## config.mk

```make
export PLATFORM = sky130hd
export DESIGN_NAME = nsr_div
export DESIGN_NICKNAME = d
export VERILOG_FILES = /design/src/rtl/nsr_pkg.sv /design/src/rtl/nsr_div.sv
export VERILOG_INCLUDE_DIRS = /design/src /design/src/rtl
export SDC_FILE = /design/constraint.sdc
export NUM_CORES = 1
export LEC_CHECK = 0
export ABC_AREA = 1
export BUFFER_PORTS_ARGS = -buffer_cell sky130_fd_sc_hd__buf_4
export CAP_MARGIN = 15
export CORE_MARGIN = 5
export CORE_UTILIZATION = 51
export DETAILED_ROUTE_END_ITERATION = 6
export GPL_ROUTABILITY_DRIVEN = 0
export PLACE_DENSITY = 0.76
export RECOVER_POWER = 25
export SLEW_MARGIN = 0
export SYNTH_ARGS = -nofsm -noshare
export SYNTH_HDL_FRONTEND = slang
export SYNTH_SLANG_ARGS = --single-unit
```

## constraint.sdc

```tcl
create_clock -name clk -period 4.9 [get_ports clk]
set_input_delay 0.735 -clock clk [delete_from_list [all_inputs] [get_ports clk]]
set_output_delay 0.735 -clock clk [all_outputs]
set_load 0.01 [all_outputs]
```

## src/rtl/assert_macros.svh

```systemverilog
// assertion macros shared by the rtl modules
`ifndef ASSERT_MACROS_SVH
`define ASSERT_MACROS_SVH
`ifndef SYNTH
// property must hold at every clock edge outside reset
`define ASSERT_PROP(lbl, clk, rstn, prop) \
	lbl: assert property (@(posedge clk) disable iff (!rstn) prop) \
	else $error("assertion failed");
// condition must never be seen outside reset
`define ASSERT_NEVER(lbl, clk, rstn, cond) \
	lbl: assert property (@(posedge clk) disable iff (!rstn) !(cond)) \
	else $error("forbidden condition seen");
`else
`define ASSERT_PROP(lbl, clk, rstn, prop)
`define ASSERT_NEVER(lbl, clk, rstn, cond)
`endif
`endif

```

## src/rtl/nsr_pkg.sv

```systemverilog
// shared constants and types of the noise-to-signal ratio block
package nsr_pkg;

	localparam int PRICE_W        = 32;
	localparam int RATIO_W        = 16;
	localparam int WLEN_W         = 9;
	localparam int MAX_WINDOW_DEF = 256;
	localparam int DEFAULT_WINDOW = 64;

	// quotient format: integer bits hold up to 10, then the fraction
	localparam int INT_BITS   = 4;
	localparam int FRAC_BITS  = 12;
	localparam int DIV_STEPS  = INT_BITS + FRAC_BITS;
	localparam int FULL_SCALE = 10 << FRAC_BITS;

	localparam int PATH_W_DEF = PRICE_W + $clog2(MAX_WINDOW_DEF);

	typedef struct packed {
		logic busy;
		logic done;
	} div_sts_t;

endpackage

```

## src/rtl/nsr_div.sv

```systemverilog
// radix-2 digit recurrence divider, one quotient bit per cycle
`include "assert_macros.svh"

module nsr_div #(
	parameter int PW = nsr_pkg::PATH_W_DEF
) (
	input  logic                         clk,
	input  logic                         arst_n,
	input  logic                         start,
	input  logic [PW-1:0]                diff,
	input  logic [PW-1:0]                den,
	output nsr_pkg::div_sts_t            sts,
	output logic [nsr_pkg::RATIO_W-1:0]  quo
);

	localparam int RW = PW + nsr_pkg::INT_BITS;
	localparam int CW = $clog2(nsr_pkg::DIV_STEPS);
	localparam int QW = nsr_pkg::RATIO_W;

	logic [RW-1:0] rem_q;
	logic [RW-1:0] den_sh;
	logic [RW-1:0] rem_sub;
	logic [RW-1:0] scaled;
	logic          ge;
	logic [QW-1:0] quo_q;
	logic [CW-1:0] cnt_q;
	logic          busy_q;
	logic          done_q;

	// dividend times 10 as 8x plus 2x
	assign scaled  = (RW'(diff) << 3) + (RW'(diff) << 1);
	// first digit has weight 8
	assign den_sh  = RW'(den) << (nsr_pkg::INT_BITS - 1);
	assign ge      = rem_q >= den_sh;
	assign rem_sub = rem_q - den_sh;

	always_ff @(posedge clk or negedge arst_n) begin
		if (!arst_n) begin
			busy_q <= 1'b0;
			done_q <= 1'b0;
			cnt_q  <= '0;
		end else begin
			done_q <= 1'b0;
			if (start) begin
				busy_q <= 1'b1;
				cnt_q  <= '0;
			end else if (busy_q) begin
				cnt_q <= cnt_q + CW'(1);
				if (cnt_q == CW'(nsr_pkg::DIV_STEPS - 1)) begin
					busy_q <= 1'b0;
					done_q <= 1'b1;
				end
			end
		end
	end

	always_ff @(posedge clk) begin
		if (start) begin
			rem_q <= scaled;
			quo_q <= '0;
		end else if (busy_q) begin
			rem_q <= ge ? (rem_sub << 1) : (rem_q << 1);
			quo_q <= {quo_q[QW-2:0], ge};
		end
	end

	assign sts.busy = busy_q;
	assign sts.done = done_q;
	assign quo      = quo_q;

	`ASSERT_PROP(a_rem_bound, clk, arst_n, busy_q |-> (rem_q < (RW'(den) << nsr_pkg::INT_BITS)))
	`ASSERT_NEVER(a_start_while_busy, clk, arst_n, start && busy_q)
	`ASSERT_PROP(a_done_pulse, clk, arst_n, done_q |=> !done_q)

endmodule

```

==> results of run 1 <==
-- final timing paths --
path / start / slack [ns] / to
max in group asynchronous: arst_n / 4.40 / cnt_q[1]
worst min-delay path: arst_n / 0.26 / cnt_q[2]
worst max-delay path: start / 1.42 / rem_q[12]
min in group clk: quo[7] / 0.49 / quo[7]
worst max register to register: rem_q[39] / 1.89 / rem_q[11]
worst min register to register: quo[7] / 0.49 / quo[7]
-- state kept, by name (all words and copies together) (netlist names) --
name and cells:
rem_q 43, busy_q 1, quo 16, cnt_q 4
done_q 1
-- logic make-up (layout without fill, tap and decap cells) --
family	Yosys count	after routing	synth area share, %
AO/OA/AOI/OAI	178	178	10.6
XOR/XNOR	38	38	3.65
adder cells (fa/ha/maj)	81	81	11.3
buffers and inverters	292	384	12.8
flip-flops	65	65	19.3
AND/OR/NAND/NOR	901	901	42.4
-- worst reg2reg max path: cells and delay by family (launching register included) --
kind | cells | cell delay [ns]
AO/OA/AOI/OAI | 4 | 0.70
AND/OR/NAND/NOR | 4 | 0.94
adder cells (fa/ha/maj) | 1 | 0.37
flip-flops | 1 | 0.42
buffers and inverters | 1 | 0.31
-- routing by layer --
metal / track usage, % / part of all wire, % / wire length [um]
met5: 0 / 0 / 0
met4: 7.63 / 2.9 / 776
met2: 39.4 / 42 / 11100
met3: 2.16 / 7.9 / 2090
met1: 37.0 / 47 / 12300
-- area by class of cell --
cell class / count / area (um2)
inverters: 266 / 998
flip-flops and latches: 65 / 1760
clock inverters: 4 / 31.3
clock buffers: 12 / 279
well taps: 229 / 287
fillers: 1822 / 7530
repair buffers: 102 / 694
multi-input cells: 1198 / 6200
-- synthesized netlist by cell type, drive strengths merged (3+ instances only) --
| cell | n | area share (%) |
|---|---|---|
| nand2 | 573 | 24 |
| inv | 259 | 11 |
| nor2 | 133 | 5.9 |
| nand3 | 125 | 7.3 |
| a21oi | 85 | 4.7 |
| ha | 79 | 11 |
| o21ai | 59 | 3.3 |
| edfxtp | 43 | 14 |
| nand3b | 43 | 3.5 |
| xnor2 | 21 | 2.0 |
| buf | 18 | 1.5 |
| xor2 | 17 | 1.6 |
| dfxtp | 16 | 3.5 |
| o22ai | 14 | 0.96 |
| nor3 | 12 | 0.66 |
| clkbuf | 8 | 0.33 |
| clkinv | 7 | 0.29 |
| dfrtp | 6 | 1.6 |
| nand4 | 6 | 0.41 |
| o21a | 6 | 0.49 |
| a21o | 5 | 0.41 |
| o21bai | 5 | 0.41 |
| and2 | 4 | 0.27 |
| nor4 | 3 | 0.21 |
-- stage by stage --
step | instances | power, uW | setup slack, ns | utilization [%] | instance area [um2]
global placement | 1860 | 4200 | 1.54 | 56.3 | 10000
floorplan | 1555 | 3440 | 1.90 | - | 9130
CTS | 1876 | 4910 | 1.85 | 58.1 | 10300
global route | 1876 | 5420 | 1.13 | 57.7 | 10300
finish | 1876 | 4980 | 1.42 | 57.7 | 10300
detailed placement | 1860 | 4240 | 1.51 | 56.3 | 10000
-- power groups by stage --
stage | logic, uW | registers (uW) | clock network (uW)
2_1_floorplan | 2550 | 896 | 0
3_3_place_gp | 3210 | 999 | 0
3_5_place_dp | 3240 | 1000 | 0
4_1_cts | 3270 | 992 | 653
5_1_grt | 3730 | 1020 | 674
6_report | 3330 | 1010 | 640
==> summary.txt, run 1 <==
Setup path
  – Crit path capture type: register
  – Crit path DAT: 3.49 ns
  – Critical Path RT: between 4 and 5 ns
  – CP peak stage delay: 1.22 ns
  – Worst path slowest cell: inv_1
  – Crit Path Max Fanout: 54
  – Critical path class: in2reg
  – CP delay by family, top: buffers and inverters
  – Register-to-Register Path Depth: 10
  – CP Launch Type: input pin
  – Critical path buffers and inverters: 3
  – Worst path depth: 4
  – CP most frequent cell: buf_4
  – CP Cell Sequence: buf_4, inv_1, nand2_1, buf_4

Timing
  – Final min period: 3.48 ns
  – Highest clock rate: about 290 MHz
  – Worst hold slack: between 0.2 and 0.3 ns
  – Final Max Slew Viols: 55
  – Final period util: 71.0%
  – Setup Skew: ~0.0074 ns
  – Final Setup Violations: 0
  – Actual slew at the worst max-slew pin: 1.63 ns
  – RSZ-0062 raised after global routing: no
  – Post-route setup TNS: 0 ns
  – Relative slew slack: -8.50%
  – Count of final hold-check violations: 0

Cells and area
  – Most common cell after layout, fill and taps aside: nand2_1
  – Most frequent cells in the layout: nand2_1, inv_1, nor2_1
  – Area grow syn2layout: 12.3%
  – Layout Nets: 1806
  – Share of cells above drive strength 1: under 10%
  – Diodes inserted: 0

Synth
  – Synth cell types: 43
  – Number of synthesized flops with an enable pin: 43
  – Synth Cell Area: 0.00913 mm2
  – Top_reg_cell synth: edfxtp_1
  – Mapped Nets: ~1700
  – Seq/Total Area, Yosys: between 10% and 20%
  – Async SR Flop Fraction: 9.23%
  – Cells after Synth: 1555
  – Yosys reg bits: 65
  – Synth warn: 0
  – Average cell area after synthesis: 5.87 um2

Pwr
  – Comb pwr share: 66.8%
  – Power density cells: 486 mW/mm2
  – Pleak: 0.00555 uW
  – Maximum VDD drop: 0.237 mV
  – Clk pwr share: 12.8%
  – Switching Fraction: 51.6%
  – Pint: between 2000 and 2500 uW
  – NetSw: about 2600 uW
  – Sequential share of power: between 20% and 30%

Clocking
  – Clock Path Buffers: 2
  – Postcts setup bufs: 0
  – Number of H-tree levels: 3
  – Root Buffer: clkbuf_16
  – Worst-Skew Late Latency: about 0.33 ns
  – Total CTS buffers: 9
  – CTS clk-pin slew, worst paths: 0.06 ns
  – PostCTS Resize Cnt: 0
  – Sink Count: 65
  – CTS tree: built
  – CTS Hold Bufs: 0

Route
  – Post-DRT Antenna Nets: 0
  – Via count: around 10000
  – Routed len/inst: 14.0 um
  – Routed wire length: around 26000 um
  – Initial drt markers: 1097
  – Remaining DRCs: 0
  – First drt pass iteration count: 7
  – Vias per cell: 5.33

Placement
  – HPWL Detailed: 22100 um
  – PortBufs: 100

Status
  – Status: finished with violations
  – Violated checks: capacitance limit, slew limit

Global route
  – Total GRT Usage: 25.2%
  – Grt ovf: 0
  – Initial antenna violation count: 0
  – Vias in the first global route: between 9000 and 10000
  – Global-route wire length before repair: 42600 um
  – Largest net degree at the start of global routing: 55

Floorplanning
  – Row Count: 49
  – I/O pin cnt: 101
  – Die ar.: approximately 0.021 mm2
  – Core footprint: 0.0178 mm2
  – Initial Utilization: 51.3%
  – Die Y: ~140 um
  – Die Width: 144 um

Run
  – Max-cap violations: 1

Min path
  – Worst hold path type: in2async
Note: power is estimated with default switching activity, not from simulation.
==> run 2: changes to the inputs <==
- ABC_AREA: 1 -> 0
- PLACE_DENSITY: 0.76 -> 0.77
- clock period: 4.9 -> 3.56 ns (I/O delays scaled with it)
==> summary.txt, run 2 <==
Status
  – Status: complete, no violations

Setup path
  – CP Launch Type: register
  – Crit path capture type: register
  – Crit Path Max Fanout: 10 (-81%)
  – Critical path class: reg2reg
  – Critical Path RT: 3.62 ns (-1.29 ns)
  – Crit path DAT: 3.44 ns (-0.05 ns)

Global route
  – Largest net degree at the start of global routing: 52 (-5.5%)
  – Vias in the first global route: 6573 (-28%)
  – Global-route wire length before repair: 31300 um (-27%)
  – Initial antenna violation count: 0 (unchanged)
  – Total GRT Usage: 22.9% (-2.3 points)
  – Grt ovf: 0 (unchanged)

Cells and area
  – Most common cell after layout, fill and taps aside: buf_4
  – Register with the most flip-flops: rem_q
  – Most frequent cells in the layout: buf_4, a21oi_1, ha_1
  – Layout Nets: 1167 (-35%)
  – Area grow syn2layout: 20.6%
  – Share of cells above drive strength 1: 18.2% (+10 points)
  – Final Instance Area: 0.00881 mm2 (-14%)
  – Largest register FFs: 43 (unchanged)
  – Diodes inserted: 0 (unchanged)

Pwr
  – Maximum VDD drop: 0.343 mV (+44%)
  – Final Power: 6140 uW (+23%)
  – Pleak: 0.00428 uW (-23%)
  – Power density cells: 697 mW/mm2 (+43%)

Synth
  – Synth Area in Compound Gates: 24.7% (+14 points)
  – Count leader, synth: a21oi_1
  – Synth Cell Area: 0.00731 mm2 (-20%)
  – Synth warn: 0 (unchanged)
  – Cells after Synth: 881 (-43%)
  – XOR/XNOR Fraction of Synth Area: 8.39% (+4.7 points)
  – Top_reg_cell synth: edfxtp_1
  – Most common library cells after synthesis: a21oi_1, ha_1, nand2_1, o21ai_0, inv_1
  – Mapped Nets: 1045 (-39%)
  – Yosys reg bits: 65 (unchanged)
  – Number of synthesized flops with an enable pin: 43 (unchanged)
  – Synth top area share: 17.7% (-5.6 points)
  – Top post-synthesis cells by area: edfxtp_1, ha_1, mux2i_1
  – Synth Area in Simple Gates: 14.2% (-28 points)
  – Average cell area after synthesis: 8.29 um2 (+41%)
  – Main combinational cell family by area after synthesis: compound AO/OA/AOI/OAI gates
  – Synth Area in Adders: 14.1% (+2.8 points)
  – Async SR Flop Fraction: 9.23% (unchanged)
  – Post-synth top area cell: edfxtp_1
  – Mux share of post-synthesis cell area: 8.55% (+8.5 points)
  – Seq/Total Area, Yosys: 24.1% (+4.8 points)
  – Synth cell types: 70 (+63%)

Floorplanning
  – Die Width: 130 um (-9.8%)
  – Row Count: 43 (-12%)
  – Initial Utilization: 52.2% (+0.90 points)
  – Die ar.: 0.0168 mm2 (-19%)
  – I/O pin cnt: 101 (unchanged)
  – Core footprint: 0.0140 mm2 (-21%)
  – Die Y: 130 um (-9.8%)

Placement
  – HPWL Detailed: 15100 um (-32%)
  – DP Area: 0.00849 mm2 (-15%)
  – Pre-CTS setup slack: -0.283 ns (-1.79 ns)
  – PortBufs: 100 (unchanged)

Route
  – Routed len/inst: 16.1 um (+15%)
  – First drt pass iteration count: 5 (-2)
  – Via count: 6936 (-31%)
  – Initial drt markers: 595 (-46%)
  – Post-DRT Antenna Nets: 0 (unchanged)
  – Vias per cell: 5.84 (+9.5%)
  – Routed wire length: 19100 um (-27%)
  – Remaining DRCs: 0 (unchanged)

Clocking
  – CTS tree: built
  – CTS clk-pin slew, worst paths: 0.06 ns (about the same)
  – Sink Count: 65 (unchanged)
  – Total CTS buffers: 9 (unchanged)
  – Root Buffer: clkbuf_16
  – Number of H-tree levels: 3 (unchanged)
  – Clock Path Buffers: 2 (unchanged)
  – Worst-Skew Late Latency: 0.35 ns (+0.02 ns)

Timing
  – Setup Skew: 0.0115 ns (+0.00410 ns)
  – Final min period: 3.37 ns
  – Highest clock rate: ~300 MHz
  – Count of final hold-check violations: 0 (unchanged)
  – Final Setup Violations: 0 (unchanged)
  – Final period util: 94.8%
  – Final Max Slew Viols: 0 (-100%)
  – Final worst slack: 0.186 ns (-1.24 ns)
  – Actual slew at the worst max-slew pin: 1.41 ns (-0.219 ns)
  – Relative slew slack: 6.25% (+15 points)
  – RSZ-0062 raised after global routing: no

Run
  – Max-cap violations: 0 (-1)

Min path
  – Worst hold path type: reg2reg
[run 2: critical path, cell delays in order, from the launching register on]
cell	delay, ns
edfxtp_1	0.40
ha_1	0.41
and3_1	0.22
o21a_2	0.15
o21ai_2	0.08
a2111oi_4	0.35
o21ai_2	0.13
o31a_1	0.33
o41ai_4	0.25
or2_2	0.26
buf_4	0.20
mux2i_1	0.21
o21ai_0	0.11
[run 2: final timing paths]
path / from / endpoint / slack, ns / cells past startpoint
setup / recovery: rem_q[7] / rem_q[41] / 0.19 / 12
max in group asynchronous: arst_n / cnt_q[3] / 2.71 / 2
hold reg to reg: quo[15] / quo[15] / 0.51 / 2
min in group asynchronous: arst_n / done_q / 0.59 / 2
hold / removal: quo[15] / quo[15] / 0.51 / 2
setup reg to reg: rem_q[7] / rem_q[41] / 0.19 / 12
[run 2: power by group]
part	switching [uW]	leakage (uW)	total [uW]	internal, uW
registers	168	0.000666	1330	1160
clock network	376	0.000149	898	522
logic	2120	0.00346	3920	1800
[run 2: per-stage QoR]
step	setup TNS [ns]	std cells	utilization, %	hold slack (ns)
final	0	1188	63.0	0.508
after global routing	0	1188	63.0	0.509
after CTS	0	1187	62.9	0.495
after detailed placement	-1.22	1170	60.7	0.345
after global placement	-0.718	1170	60.7	0.344
after floorplan	0	881	-	0.238
[run 2: cell families (layout without fill, tap and decap cells)]
family	after synthesis	after routing
simple gates	218	218
compound gates	281	281
xor+xnor	70	70
fa+ha+maj	81	81
flops	65	65
buf+inv	104	231
mux	62	62
[run 2: cell type report]
| class | count | area [um2] |
|---|---|---|
| fill | 1264 | 5180 |
| multi-input combinational | 712 | 5140 |
| sequential | 65 | 1760 |
| timing repair buffer | 153 | 1150 |
| clock buffer | 10 | 250 |
| inverter | 62 | 233 |
| tap | 180 | 225 |
| clock inverter | 6 | 46.3 |
[run 2: routing by layer]
metal,vias to the layer above,track usage (%),share of wire (%)
met3,23,3.34,6.9
met1,3220,33.2,47
met2,216,35.9,45
met5,-,0,0
met4,0,5.93,1.4
li1,3477,-,-
[run 2: timing repair]
item / 4_1_cts / 5_1_grt
buffers inserted: 0 / 1
setup endpoints to repair: 1 / 6
resized for setup: 1 / 8
endpoints found under the hold margin: 6 / 0
hold buffers: 1 / 0
gates cloned: 0 / 0
pin swaps: 0 / 3
==> run 3: changes to the inputs <==
- ABC_AREA: 0 -> default
- CORE_UTILIZATION: 51 -> 40
- PLACE_DENSITY: 0.77 -> 0.64
==> summary.txt, run 3 (synthesis gave the netlist of run 2 again) <==
Placement
  – Pre-CTS setup slack: -0.294 ns (-0.0116 ns)
  – PortBufs: 100 (unchanged)
  – Inst Count DP: 1234 (+5.5%)
  – DP Area: 0.00866 mm2 (+2.0%)
  – HPWL Detailed: 16800 um (+11%)

Clocking
  – Clock Path Buffers: 2 (unchanged)
  – CTS tree: built
  – CTS clk-pin slew, worst paths: 0.06 ns (about the same)
  – Sink Count: 65 (unchanged)
  – Total CTS buffers: 9 (unchanged)
  – Number of H-tree levels: 3 (unchanged)
  – Worst-Skew Late Latency: 0.35 ns (about the same)
  – Root Buffer: clkbuf_16

Route
  – Via count: 6903 (-0.48%)
  – M1 WL: 10200 um (+14%)
  – Max layer used: met4
  – Initial drt markers: 521 (-12%)
  – Routed wl met2: 9060 um (+6.1%)
  – Routed wire length: 20600 um (+7.8%)
  – Routed len/inst: 16.5 um (+2.3%)
  – Post-DRT Antenna Nets: 0 (unchanged)
  – Remaining DRCs: 0 (unchanged)
  – First drt pass iteration count: 5 (unchanged)
  – Wire length on met3: 1070 um (-18%)
  – Vias per cell: 5.51 (-5.6%)

Min path
  – Worst hold path stage count: 2 (unchanged)
  – Worst hold path type: reg2reg
  – Worst Hold Endpoint: quo[15]
  – Hold Path Origin: quo[15]

Cells and area
  – Final Instance Area: 0.00902 mm2 (+2.4%)
  – Area grow syn2layout: 23.4%
  – Most frequent cells in the layout: buf_4, a21oi_1, ha_1
  – Register with the most flip-flops: rem_q
  – Most common cell after layout, fill and taps aside: buf_4
  – Layout Nets: 1182 (+1.3%)
  – Share of cells above drive strength 1: 19.2% (+1.0 points)
  – Diodes inserted: 0 (unchanged)
  – Largest register FFs: 43 (unchanged)
  – Post-route insts no fill: 1252 (+5.4%)

Setup path
  – Register-to-Register Path Depth: 15 (+3)
  – Reg-to-reg setup timing slack: 0.18 ns (about the same)
  – Crit path DAT: 3.47 ns (+0.03 ns)
  – Worst r2r src: rem_q[3]
  – Crit Path Max Fanout: 3 (-7)
  – Setup crit start: diff[0]
  – Worst R2R End: rem_q[38]
  – Critical path class: in2reg
  – Critical Path RT: 3.64 ns (+0.02 ns)
  – Crit path capture type: register
  – CP Launch Type: input pin

Floorplanning
  – Row Count: 49 (+14%)
  – Die Y: 145 um (+12%)
  – Core footprint: 0.0180 mm2 (+28%)
  – Initial Utilization: 40.7% (-12 points)
  – Die Width: 145 um (+12%)
  – Die ar.: 0.0211 mm2 (+25%)
  – I/O pin cnt: 101 (unchanged)

Timing
  – Relative slew slack: 33.1% (+27 points)
  – Final Setup Violations: 0 (unchanged)
  – Highest clock rate: 295 MHz (-0.59%)
  – Final worst slack: 0.166 ns (-0.0201 ns)
  – Final period util: 95.3% (+0.57 points)
  – RSZ-0062 raised after global routing: no
  – Final min period: 3.39 ns (+0.0201 ns)
  – Actual slew at the worst max-slew pin: 1.00 ns (-0.403 ns)
  – Count of final hold-check violations: 0 (unchanged)
  – Final Max Slew Viols: 0 (unchanged)
  – Setup Skew: 0.00814 ns (-0.00341 ns)

Global route
  – Vias in the first global route: 6759 (+2.8%)
  – Largest net degree at the start of global routing: 37 (-29%)
  – Initial antenna violation count: 0 (unchanged)
  – Grt ovf: 0 (unchanged)
  – Total GRT Usage: 19.0% (-3.9 points)
  – Global-route wire length before repair: 33600 um (+7.4%)

Pwr
  – Maximum VDD drop: 0.428 mV (+25%)
  – Pleak: 0.00437 uW (+2.2%)
  – Power density cells: 700 mW/mm2 (+0.47%)

Run
  – Max-cap violations: 0 (unchanged)

Status
  – Status: complete, no violations
[run 3: cell types whose count changed in the layout (fill, tap and decap cells not counted), moves of 2 or more]
cell,before,now
clkbuf_1,7,5
a21oi_1,82,84
buf_4,143,160
a21oi_2,2,0
clkbuf_16,10,12
[run 3: stage by stage]
stage / setup TNS (ns) / util, % / power (uW) / hold slack (ns)
global route: 0 / 50.2 / 6800 / 0.525
floorplan: 0 / - / 4140 / 0.238
finish: 0 / 50.2 / 6310 / 0.505
CTS: 0 / 50.1 / 6260 / 0.516
global placement: -1.34 / 48.2 / 5200 / 0.345
detailed placement: -1.81 / 48.2 / 5230 / 0.345
[run 3: cell type report]
class	count	area, um2
Timing Repair Buffer	168	1270
Inverter	62	233
Fill cell	1754	8940
Clock inverter	4	35.0
Tap cell	229	287
Clock buffer	12	300
Sequential cell	65	1760
Multi-Input combinational cell	712	5130
[run 3: report_power, final]
| part | internal (uW) | switching, uW | total (uW) |
|---|---|---|---|
| sequential | 1160 | 172 | 1330 |
| clock | 607 | 388 | 995 |
| combinational | 1840 | 2150 | 3990 |
[run 3: worst max path at each step]
stage,endpoint,slack [ns],cells after the start
2_1_floorplan,rem_q[22],0.08,14
3_3_place_gp,rem_q[38],-0.28,15
3_5_place_dp,rem_q[38],-0.29,15
4_1_cts,rem_q[38],0.06,15
5_1_grt,rem_q[38],0.004,15
6_report,rem_q[39],0.17,14
[run 3: what timing repair did]
action                     CTS  global route
pin swaps                    0             1
setup endpoints to repair    1             7
hold buffers                 1             0
hold endpoints to repair     6             0
resized for setup            1             4
setup buffers                0             1
[run 3: routing by layer]
layer	GRT usage, %	vias to the layer above
met1	27.7	3200
met5	0	-
li1	-	3501
met2	29.6	185
met4	4.76	0
met3	2.81	17
[run 3: worst max-delay path, cell delays in order]
cell	delay, ns
buf_4	0.12
ha_1	0.21
fa_1	0.39
a211o_1	0.30
a211oi_1	0.34
nor4b_1	0.15
nor3b_1	0.24
buf_4	0.15
nor2_1	0.06
a21oi_1	0.23
o21ai_0	0.22
a31oi_1	0.25
xor2_1	0.18
a22oi_1	0.10
